**config.mk**
```make
export PLATFORM = sky130hd
export DESIGN_NAME = pid_position_incremental_unit_flat
export DESIGN_NICKNAME = d
export VERILOG_FILES = /design/src/design/pidpi_pkg.sv /design/src/design/pidpi_channels.sv /design/src/design/pid_position_incremental_unit.sv /design/src/design/pidpi_cfg_regs.sv /design/src/design/pidpi_state_stage.sv /design/src/design/pidpi_product_stage.sv /design/src/design/pidpi_output_stage.sv /design/src/flat_wrapper.sv
export SDC_FILE = /design/constraint.sdc
export NUM_CORES = 2
export LEC_CHECK = 0
export BUFFER_PORTS_ARGS = -buffer_cell sky130_fd_sc_hd__clkbuf_2
export CORE_MARGIN = 4
export CORE_UTILIZATION = 57
export CTS_CLUSTER_DIAMETER = 200
export CTS_CLUSTER_SIZE = 24
export DETAILED_ROUTE_END_ITERATION = 8
export PLACE_DENSITY = 0.73
export SLEW_MARGIN = 20
export SYNTH_ARGS = -nofsm -noshare
export SYNTH_HDL_FRONTEND = slang
export SYNTH_SLANG_ARGS = --single-unit
```
**constraint.sdc**
```tcl
create_clock -name clk -period 24.4 [get_ports clk]
set_input_delay 3.66 -clock clk [delete_from_list [all_inputs] [get_ports clk]]
set_output_delay 3.66 -clock clk [all_outputs]
set_load 0.02 [all_outputs]
```
**src/design/pidpi_pkg.sv**
```systemverilog
// Package for the PID position/incremental unit: field widths, register indexes,
// the configuration record and its reset values.
// No dependencies; every other design file refers to it by scoped names.
package pidpi_pkg;

    localparam int GAIN_W     = 16;
    localparam int DRIVE_W    = 16;
    localparam int INTEG_W    = 32;
    localparam int ILIM_W     = 31;
    localparam int PLIM_W     = 15;
    localparam int CFG_IDX_W  = 3;
    localparam int CFG_DATA_W = 32;

    typedef enum logic [CFG_IDX_W-1:0] {
        CFG_MODE        = 3'd0,
        CFG_GAIN_P      = 3'd1,
        CFG_GAIN_I      = 3'd2,
        CFG_GAIN_D      = 3'd3,
        CFG_INTEG_LIMIT = 3'd4,
        CFG_POS_LIMIT   = 3'd5,
        CFG_INC_HIGH    = 3'd6,
        CFG_INC_LOW     = 3'd7
    } cfg_idx_t;

    typedef enum logic {
        MODE_POSITIONAL  = 1'b0,
        MODE_INCREMENTAL = 1'b1
    } mode_t;

    typedef struct packed {
        mode_t                     mode;
        logic signed [GAIN_W-1:0]  gain_p;
        logic signed [GAIN_W-1:0]  gain_i;
        logic signed [GAIN_W-1:0]  gain_d;
        logic [ILIM_W-1:0]         integ_limit;
        logic [PLIM_W-1:0]         pos_limit;
        logic signed [DRIVE_W-1:0] inc_high;
        logic signed [DRIVE_W-1:0] inc_low;
    } cfg_t;

    localparam logic [PLIM_W-1:0]         POS_LIMIT_RST = 15'd6000;
    localparam logic signed [DRIVE_W-1:0] INC_HIGH_RST  = 16'sd5000;
    localparam logic signed [DRIVE_W-1:0] INC_LOW_RST   = -16'sd3000;

endpackage

```
**src/design/pidpi_channels.sv**
```systemverilog
// Handshake channels of the PID unit: error samples in, drive values out and
// register writes. Depends on pidpi_pkg for the fixed field widths.
interface pidpi_sample_if #(parameter int ERROR_WIDTH = 16);
    logic                          valid;
    logic                          ready;
    logic signed [ERROR_WIDTH-1:0] error;

    modport source (output valid, output error, input ready);
    modport sink   (input valid, input error, output ready);
endinterface

interface pidpi_result_if;
    logic                                 valid;
    logic                                 ready;
    logic signed [pidpi_pkg::DRIVE_W-1:0] drive;

    modport source (output valid, output drive, input ready);
    modport sink   (input valid, input drive, output ready);
endinterface

interface pidpi_cfg_if;
    logic                              valid;
    logic                              ready;
    logic [pidpi_pkg::CFG_IDX_W-1:0]   index;
    logic [pidpi_pkg::CFG_DATA_W-1:0]  data;

    modport source (output valid, output index, output data, input ready);
    modport sink   (input valid, input index, input data, output ready);
endinterface

```
**src/design/pid_position_incremental_unit.sv**
```systemverilog
// PID controller, positional or incremental, one error sample per beat.
// A sample beat passes the state, product and output registers in turn before its
// drive beat is offered; a stalled result channel can hold it between them.
// Throughput: one sample per cycle; only a stalled result channel slows intake.
// The critical loop is the output stage: held output plus terms, then the clamp.
// Reset (rst_n, asynchronous, active low) clears integrator, previous sample, held
// output and pipeline valids, and loads the register reset values.
module pid_position_incremental_unit #(
    parameter int FRAC_BITS   = 8,
    parameter int ERROR_WIDTH = 16
) (
    input  logic            clk,
    input  logic            rst_n,
    pidpi_cfg_if.sink       cfg,
    pidpi_sample_if.sink    sample,
    pidpi_result_if.source  result
);

    localparam int PA_W = pidpi_pkg::GAIN_W + ERROR_WIDTH + 1;
    localparam int PB_W = pidpi_pkg::GAIN_W + pidpi_pkg::INTEG_W;

    pidpi_pkg::cfg_t regs;

    // Pipeline occupancy: stage 1 holds the registered sample, stage 2 the scaled
    // products, stage 3 the drive value on the result channel.
    logic v1_reg;
    logic v2_reg;
    logic v3_reg;
    logic en1;
    logic en2;
    logic en3;
    logic accept;

    logic signed [ERROR_WIDTH-1:0]        s1_err;
    logic signed [ERROR_WIDTH:0]          s1_delta;
    logic signed [pidpi_pkg::INTEG_W-1:0] s1_integ;
    logic signed [PA_W-1:0]               s2_a;
    logic signed [PB_W-1:0]               s2_b;
    logic signed [PA_W-1:0]               s2_c;

    // Each stage moves forward when it is empty or the stage after it moves. The
    // sample side still takes beats while a finished beat waits, until the stages fill.
    assign en3    = !v3_reg || result.ready;
    assign en2    = !v2_reg || en3;
    assign en1    = !v1_reg || en2;
    assign accept = sample.valid && en1;

    assign sample.ready = en1;
    assign result.valid = v3_reg;

    always_ff @(posedge clk or negedge rst_n)
    begin
        if (!rst_n)
        begin
            v1_reg <= 1'b0;
            v2_reg <= 1'b0;
            v3_reg <= 1'b0;
        end
        else
        begin
            if (en1)
                v1_reg <= sample.valid;
            if (en2)
                v2_reg <= v1_reg;
            if (en3)
                v3_reg <= v2_reg;
        end
    end

    pidpi_cfg_regs u_cfg_regs (
        .clk   (clk),
        .rst_n (rst_n),
        .cfg   (cfg),
        .regs  (regs)
    );

    // The previous sample and, in positional mode, the integrator advance on every
    // accepted beat, so the state recurrence never waits on the products downstream.
    pidpi_state_stage #(
        .ERROR_WIDTH (ERROR_WIDTH)
    ) u_state_stage (
        .clk    (clk),
        .rst_n  (rst_n),
        .accept (accept),
        .error  (sample.error),
        .cfg    (regs),
        .err    (s1_err),
        .delta  (s1_delta),
        .integ  (s1_integ)
    );

    pidpi_product_stage #(
        .ERROR_WIDTH (ERROR_WIDTH),
        .FRAC_BITS   (FRAC_BITS)
    ) u_product_stage (
        .clk    (clk),
        .load   (en2 && v1_reg),
        .cfg    (regs),
        .err    (s1_err),
        .delta  (s1_delta),
        .integ  (s1_integ),
        .term_a (s2_a),
        .term_b (s2_b),
        .term_c (s2_c)
    );

    // The held output is the drive register itself; it only changes on a real beat.
    pidpi_output_stage #(
        .ERROR_WIDTH (ERROR_WIDTH)
    ) u_output_stage (
        .clk    (clk),
        .rst_n  (rst_n),
        .load   (en3 && v2_reg),
        .cfg    (regs),
        .term_a (s2_a),
        .term_b (s2_b),
        .term_c (s2_c),
        .drive  (result.drive)
    );

endmodule

```
**src/design/pidpi_cfg_regs.sv**
```systemverilog
// Configuration register file of the PID unit, written through the config channel.
// Depends on pidpi_pkg and pidpi_cfg_if.
module pidpi_cfg_regs (
    input  logic              clk,
    input  logic              rst_n,
    pidpi_cfg_if.sink         cfg,
    output pidpi_pkg::cfg_t   regs
);

    pidpi_pkg::cfg_t regs_reg;

    // Writes always complete in one beat.
    assign cfg.ready = 1'b1;
    assign regs      = regs_reg;

    always_ff @(posedge clk or negedge rst_n)
    begin
        if (!rst_n)
        begin
            regs_reg.mode        <= pidpi_pkg::MODE_POSITIONAL;
            regs_reg.gain_p      <= '0;
            regs_reg.gain_i      <= '0;
            regs_reg.gain_d      <= '0;
            regs_reg.integ_limit <= '0;
            regs_reg.pos_limit   <= pidpi_pkg::POS_LIMIT_RST;
            regs_reg.inc_high    <= pidpi_pkg::INC_HIGH_RST;
            regs_reg.inc_low     <= pidpi_pkg::INC_LOW_RST;
        end
        else if (cfg.valid)
        begin
            unique case (pidpi_pkg::cfg_idx_t'(cfg.index))
                pidpi_pkg::CFG_MODE:
                    regs_reg.mode <= pidpi_pkg::mode_t'(cfg.data[0]);
                pidpi_pkg::CFG_GAIN_P:
                    regs_reg.gain_p <= cfg.data[pidpi_pkg::GAIN_W-1:0];
                pidpi_pkg::CFG_GAIN_I:
                    regs_reg.gain_i <= cfg.data[pidpi_pkg::GAIN_W-1:0];
                pidpi_pkg::CFG_GAIN_D:
                    regs_reg.gain_d <= cfg.data[pidpi_pkg::GAIN_W-1:0];
                pidpi_pkg::CFG_INTEG_LIMIT:
                    regs_reg.integ_limit <= cfg.data[pidpi_pkg::ILIM_W-1:0];
                pidpi_pkg::CFG_POS_LIMIT:
                    regs_reg.pos_limit <= cfg.data[pidpi_pkg::PLIM_W-1:0];
                pidpi_pkg::CFG_INC_HIGH:
                    regs_reg.inc_high <= cfg.data[pidpi_pkg::DRIVE_W-1:0];
                pidpi_pkg::CFG_INC_LOW:
                    regs_reg.inc_low <= cfg.data[pidpi_pkg::DRIVE_W-1:0];
            endcase
        end
    end

endmodule

```
**src/design/pidpi_state_stage.sv**
```systemverilog
// Input stage of the PID unit: registers the sample and its difference, and keeps
// the clamped integrator and the previous sample. Depends on pidpi_pkg.
module pidpi_state_stage #(
    parameter int ERROR_WIDTH = 16
) (
    input  logic                                 clk,
    input  logic                                 rst_n,
    input  logic                                 accept,
    input  logic signed [ERROR_WIDTH-1:0]        error,
    input  pidpi_pkg::cfg_t                      cfg,
    output logic signed [ERROR_WIDTH-1:0]        err,
    output logic signed [ERROR_WIDTH:0]          delta,
    output logic signed [pidpi_pkg::INTEG_W-1:0] integ
);

    localparam int ISUM_W = pidpi_pkg::INTEG_W + 1;

    logic signed [ERROR_WIDTH-1:0]        err_reg;
    logic signed [ERROR_WIDTH-1:0]        prev_err_reg;
    logic signed [ERROR_WIDTH:0]          delta_reg;
    logic signed [ERROR_WIDTH:0]          delta_next;
    logic signed [pidpi_pkg::INTEG_W-1:0] integ_reg;
    logic signed [pidpi_pkg::INTEG_W-1:0] integ_next;
    logic signed [ISUM_W-1:0]             isum;
    logic signed [ISUM_W-1:0]             ilim_pos;
    logic signed [ISUM_W-1:0]             ilim_neg;

    assign delta_next = (ERROR_WIDTH+1)'(error) - (ERROR_WIDTH+1)'(prev_err_reg);

    // The integrator only moves in positional mode and is held inside +/- limit.
    always_comb
    begin
        isum     = ISUM_W'(integ_reg) + ISUM_W'(error);
        ilim_pos = $signed({2'b00, cfg.integ_limit});
        ilim_neg = -ilim_pos;
        if (cfg.mode == pidpi_pkg::MODE_INCREMENTAL)
            integ_next = integ_reg;
        else if (isum > ilim_pos)
            integ_next = ilim_pos[pidpi_pkg::INTEG_W-1:0];
        else if (isum < ilim_neg)
            integ_next = ilim_neg[pidpi_pkg::INTEG_W-1:0];
        else
            integ_next = isum[pidpi_pkg::INTEG_W-1:0];
    end

    always_ff @(posedge clk or negedge rst_n)
    begin
        if (!rst_n)
        begin
            integ_reg    <= '0;
            prev_err_reg <= '0;
        end
        else if (accept)
        begin
            integ_reg    <= integ_next;
            prev_err_reg <= error;
        end
    end

    always_ff @(posedge clk)
    begin
        if (accept)
        begin
            err_reg   <= error;
            delta_reg <= delta_next;
        end
    end

    assign err   = err_reg;
    assign delta = delta_reg;
    assign integ = integ_reg;

endmodule

```
**src/design/pidpi_product_stage.sv**
```systemverilog
// Multiplier stage of the PID unit: three gain products, each scaled down by the
// fraction bits with a floor shift. Depends on pidpi_pkg.
module pidpi_product_stage #(
    parameter int ERROR_WIDTH = 16,
    parameter int FRAC_BITS   = 8
) (
    input  logic                                 clk,
    input  logic                                 load,
    input  pidpi_pkg::cfg_t                      cfg,
    input  logic signed [ERROR_WIDTH-1:0]        err,
    input  logic signed [ERROR_WIDTH:0]          delta,
    input  logic signed [pidpi_pkg::INTEG_W-1:0] integ,
    output logic signed [pidpi_pkg::GAIN_W+ERROR_WIDTH:0]            term_a,
    output logic signed [pidpi_pkg::GAIN_W+pidpi_pkg::INTEG_W-1:0]   term_b,
    output logic signed [pidpi_pkg::GAIN_W+ERROR_WIDTH:0]            term_c
);

    localparam int PA_W = pidpi_pkg::GAIN_W + ERROR_WIDTH + 1;
    localparam int PB_W = pidpi_pkg::GAIN_W + pidpi_pkg::INTEG_W;

    logic signed [ERROR_WIDTH:0]          op_a;
    logic signed [pidpi_pkg::INTEG_W-1:0] op_b;
    logic signed [PA_W-1:0]               prod_a;
    logic signed [PB_W-1:0]               prod_b;
    logic signed [PA_W-1:0]               prod_c;
    logic signed [PA_W-1:0]               term_a_reg;
    logic signed [PB_W-1:0]               term_b_reg;
    logic signed [PA_W-1:0]               term_c_reg;

    // Positional: Kp*e, Ki*integ, Kd*de. Incremental: Kp*de, Ki*e (Kd unused there).
    always_comb
    begin
        if (cfg.mode == pidpi_pkg::MODE_INCREMENTAL)
        begin
            op_a = delta;
            op_b = pidpi_pkg::INTEG_W'(err);
        end
        else
        begin
            op_a = (ERROR_WIDTH+1)'(err);
            op_b = integ;
        end
        prod_a = PA_W'($signed(cfg.gain_p)) * PA_W'(op_a);
        prod_b = PB_W'($signed(cfg.gain_i)) * PB_W'(op_b);
        prod_c = PA_W'($signed(cfg.gain_d)) * PA_W'(delta);
    end

    always_ff @(posedge clk)
    begin
        if (load)
        begin
            term_a_reg <= prod_a >>> FRAC_BITS;
            term_b_reg <= prod_b >>> FRAC_BITS;
            term_c_reg <= prod_c >>> FRAC_BITS;
        end
    end

    assign term_a = term_a_reg;
    assign term_b = term_b_reg;
    assign term_c = term_c_reg;

endmodule

```
**src/design/pidpi_output_stage.sv**
```systemverilog
// Output stage of the PID unit: sums the scaled terms, clamps to the window of the
// active mode and holds the last drive value. Depends on pidpi_pkg.
module pidpi_output_stage #(
    parameter int ERROR_WIDTH = 16
) (
    input  logic                                 clk,
    input  logic                                 rst_n,
    input  logic                                 load,
    input  pidpi_pkg::cfg_t                      cfg,
    input  logic signed [pidpi_pkg::GAIN_W+ERROR_WIDTH:0]            term_a,
    input  logic signed [pidpi_pkg::GAIN_W+pidpi_pkg::INTEG_W-1:0]   term_b,
    input  logic signed [pidpi_pkg::GAIN_W+ERROR_WIDTH:0]            term_c,
    output logic signed [pidpi_pkg::DRIVE_W-1:0] drive
);

    localparam int PA_W  = pidpi_pkg::GAIN_W + ERROR_WIDTH + 1;
    localparam int PB_W  = pidpi_pkg::GAIN_W + pidpi_pkg::INTEG_W;
    localparam int MAX_W = (PA_W > PB_W) ? PA_W : PB_W;
    localparam int SUM_W = MAX_W + 2;

    logic signed [pidpi_pkg::DRIVE_W-1:0] held_reg;
    logic signed [pidpi_pkg::DRIVE_W-1:0] held_next;
    logic signed [SUM_W-1:0]              third;
    logic signed [SUM_W-1:0]              sum;
    logic signed [SUM_W-1:0]              plim;
    logic signed [SUM_W-1:0]              hi;
    logic signed [SUM_W-1:0]              lo;
    logic signed [SUM_W-1:0]              upper_cut;

    always_comb
    begin
        // In incremental mode the held output takes the place of the derivative term.
        if (cfg.mode == pidpi_pkg::MODE_INCREMENTAL)
            third = SUM_W'(held_reg);
        else
            third = SUM_W'(term_c);
        sum  = SUM_W'(term_a) + SUM_W'(term_b) + third;
        plim = SUM_W'($signed({1'b0, cfg.pos_limit}));
        hi   = SUM_W'(cfg.inc_high);
        lo   = SUM_W'(cfg.inc_low);

        // Upper bound first, lower bound second: an inverted window gives the low bound.
        upper_cut = (sum > hi) ? hi : sum;

        if (cfg.mode == pidpi_pkg::MODE_INCREMENTAL)
            held_next = (upper_cut < lo) ? lo[pidpi_pkg::DRIVE_W-1:0]
                                         : upper_cut[pidpi_pkg::DRIVE_W-1:0];
        else if (sum > plim)
            held_next = plim[pidpi_pkg::DRIVE_W-1:0];
        else if (sum < -plim)
            held_next = -plim[pidpi_pkg::DRIVE_W-1:0];
        else
            held_next = sum[pidpi_pkg::DRIVE_W-1:0];
    end

    always_ff @(posedge clk or negedge rst_n)
    begin
        if (!rst_n)
            held_reg <= '0;
        else if (load)
            held_reg <= held_next;
    end

    assign drive = held_reg;

endmodule

```
**src/flat_wrapper.sv**
```systemverilog
// flat-port wrapper written by rule: the top's interface ports become plain ports
module pid_position_incremental_unit_flat 
#(
    parameter int FRAC_BITS   = 8,
    parameter int ERROR_WIDTH = 16
)
  (clk, rst_n, cfg_valid, cfg_index, cfg_data, cfg_ready, sample_valid, sample_error, sample_ready, result_valid, result_drive, result_ready);
  pidpi_cfg_if cfg_i ();
  pidpi_sample_if #(.ERROR_WIDTH(ERROR_WIDTH)) sample_i ();
  pidpi_result_if result_i ();
  input  logic clk;
  input  logic rst_n;
  input wire logic [$bits(cfg_i.valid)-1:0] cfg_valid;
  input wire logic [$bits(cfg_i.index)-1:0] cfg_index;
  input wire logic [$bits(cfg_i.data)-1:0] cfg_data;
  output wire logic [$bits(cfg_i.ready)-1:0] cfg_ready;
  input wire logic [$bits(sample_i.valid)-1:0] sample_valid;
  input wire logic [$bits(sample_i.error)-1:0] sample_error;
  output wire logic [$bits(sample_i.ready)-1:0] sample_ready;
  output wire logic [$bits(result_i.valid)-1:0] result_valid;
  output wire logic [$bits(result_i.drive)-1:0] result_drive;
  input wire logic [$bits(result_i.ready)-1:0] result_ready;
  assign cfg_i.valid = cfg_valid;
  assign cfg_i.index = cfg_index;
  assign cfg_i.data = cfg_data;
  assign cfg_ready = cfg_i.ready;
  assign sample_i.valid = sample_valid;
  assign sample_i.error = sample_error;
  assign sample_ready = sample_i.ready;
  assign result_valid = result_i.valid;
  assign result_drive = result_i.drive;
  assign result_i.ready = result_ready;
  pid_position_incremental_unit #(.FRAC_BITS(FRAC_BITS), .ERROR_WIDTH(ERROR_WIDTH)) u_core (.clk(clk), .rst_n(rst_n), .cfg(cfg_i), .sample(sample_i), .result(result_i));
endmodule
```
==> reports/results.ini <==
[status]
status = complete, but fails checks
violations = design-rule violations

[sta]
fmax_mhz = 86.1
holdWs_ps = 518
drv_slew = 0
worst_clock_skew_ps = 39.5
finalHoldViolCount = 0
report.final.setup_viol = 0
fin_crit_sh = 0.476
setup_tns_ps = 0
period_needed_ps = 11620
rsz0062_at_grt = no
tightestPinTransition_ps = 1130
maxSlewHeadroom = 0.245

[drt]
avgRoutedWirePerCell_um = 20.5
dr_total_vias = 46285
final_antenna_net_count = 0
remaining_drc_errors = 2
avgViaCountPerCell = 5.82
totalWireLength_um = 163000
first_iter_violations = 3445
firstDrtPassIters = 8

[yosys]
async_flop_share = 0.612
synthFlopType = dfrtp_1
synth_enable_flop_cells = 123
ys_types = 94
syn_inst = 6660
syn_area_per_cell_sq_um = 9.29
netlist_area_sq_um = 61900
synth.ff_latch_count = 317
seq_area_frac_synth = 0.139
synth_nets = 8384
yosysWarnings = 0

[finish]
nNetsFinal = 8257
final_cell_mix = inv_1 (1235), fa_1 (1078), nand2_1 (879)
final-seq-area_sq_um = 8580
layout_commonest_cell = inv_1
largest_reg_flops = 127
fillers = 9110
drive_above_1_share = 0.0621
syn_to_final_growth_pct = 3.24
multi_input_area_sq_um = 47700

[clocking]
cts_buffers = 17
hold_buffers = 0
ctsResizeCount = 0
htreeDepth = 1
cts_root_buf = clkbuf_16
cts_setup_buffers = 0
clock_latency_ps = 580
path_clk_slew_ps = 110
cts.path.max_buffers = 3
clkSinkCount = 317
cts_tree = done

[critical_path]
reg2reg_from = u_core.u_cfg_regs.regs[126]$_DFFE_PN0P_
r2r-end = u_core.u_output_stage.drive[14]$_DFFE_PN0P_
critPathArrivalTime_ps = 12070
crit_fanout = 54
critPathRequiredTime_ps = 24850
cp-end-kind = flop
critPathSlowestCell = dfrtp_4
r2r_slack_ps = 12780
start_kind = flop
max_stage_delay_ps = 780
crit_type = flop to flop
rr_worst_depth = 34

[global_routing]
grt_pass1_vias = 48790
grt_max_degree = 73
grt_pass1_wl_um = 265000
grt.total_usage = 0.295
antenna_found_initial = 13
gr-total-overflow = 0

[min_path]
whs_path_depth = 1
whs_endpoint = u_core.u_cfg_regs.regs[18]$_DFFE_PN0P_
hold_path.class = flop to flop
worstHoldStart = u_core.u_cfg_regs.regs[18]$_DFFE_PN0P_

[place]
routabilityCongestion = 0.928
dp.final_hpwl_um = 129000
port_buffers = 72

[floorplanning]
ios = 75
die_h_um = 337
die-area_sq_um = 114000
die_x_um = 337
start_util = 0.576
row_count = 120
core_sq_um = 107000

[job]
cap_violations = 0

-- logic make-up after synthesis --
logic type	Yosys count	share of synthesized area
AND/OR/NAND/NOR	1911	0.149
flip-flops	317	0.139
other	1	0.0000606
AO/OA/AOI/OAI	874	0.0910
adder cells (fa/ha/maj)	1668	0.468
multiplexers	176	0.0316
buffers and inverters	1501	0.0919
XOR/XNOR	212	0.0301
-- critical path, delay by kind of cell (launching register included) --
family                     cells  cell delay [ps]
AOI/OAI and AO/OA             19             5590
xor gates and xnor gates       1              200
adders and majority gates      4             1590
buffers and inverters          2             1190
DFF                            1              780
muxes                          2              870
and+or+nand+nor                6             1180
-- how the worst max path moves through the flow --
stage | start | endpoint | slack [ps] | cells after the start
2_1_floorplan | u_core.u_cfg_regs.regs[126]$_DFFE_PN0P_ | u_core.u_output_stage.drive[7]$_DFFE_PN0P_ | 13900 | 42
3_3_place_gp | u_core.u_cfg_regs.regs[126]$_DFFE_PN0P_ | u_core.u_output_stage.drive[14]$_DFFE_PN0P_ | 13190 | 34
3_5_place_dp | u_core.u_cfg_regs.regs[126]$_DFFE_PN0P_ | u_core.u_output_stage.drive[12]$_DFFE_PN0P_ | 13060 | 34
4_1_cts | u_core.u_cfg_regs.regs[126]$_DFFE_PN0P_ | u_core.u_output_stage.drive[12]$_DFFE_PN0P_ | 12980 | 34
5_1_grt | u_core.u_cfg_regs.regs[126]$_DFFE_PN0P_ | u_core.u_output_stage.drive[14]$_DFFE_PN0P_ | 12150 | 34
6_report | u_core.u_cfg_regs.regs[126]$_DFFE_PN0P_ | u_core.u_output_stage.drive[14]$_DFFE_PN0P_ | 12780 | 34
-- stage by stage --
step	setup slack, ps	util	instance area [sq um]	cells
finish	12780	0.595	63900	7948
global route	12150	0.595	63900	7946
CTS	12980	0.595	63800	7944
detailed placement	13060	0.590	63300	7915
global placement	13190	0.590	63300	7914
floorplan	13900	-	61900	6660
-- Yosys cell counts, types with 32 or more instances --
master / instances / area (sq um)
a21o_1: 120 / 901
a21oi_1: 226 / 1130
and2_1: 385 / 2410
clkbuf_1: 219 / 822
dfrtp_1: 175 / 4380
edfxtp_1: 123 / 3690
fa_1: 1078 / 21600
ha_1: 590 / 7380
inv_1: 1236 / 4640
mux2_2: 150 / 1690
nand2_1: 879 / 3300
nand2b_1: 53 / 332
nand3_1: 71 / 355
nand4_1: 62 / 388
nor2_1: 205 / 769
nor2b_1: 46 / 288
nor3_1: 68 / 340
o211ai_1: 32 / 240
o21ai_0: 220 / 1100
or2_2: 50 / 313
xnor2_1: 155 / 1360
xor2_1: 56 / 490
-- metal layers --
metal,wire (um),GRT usage,vias to the layer above
met5,71,0,-
met4,7190,0.110,10
met3,13600,0.0567,371
met2,75500,0.486,1742
met1,66400,0.392,23310
li1,-,-,20852
-- layout make-up --
cell class | instances | area share
diodes | 2 | 0.0000784
clock buffers | 27 | 0.00725
clock inverters | 2 | 0.000451
inverters | 1237 | 0.0727
multi-input cells | 4842 | 0.746
flip-flops and latches | 317 | 0.134
well taps | 1403 | 0.0275
repair buffers | 118 | 0.0114
Power is not shown: default switching activity piles up to over one toggle a cycle in this logic, so the estimate is an artifact.
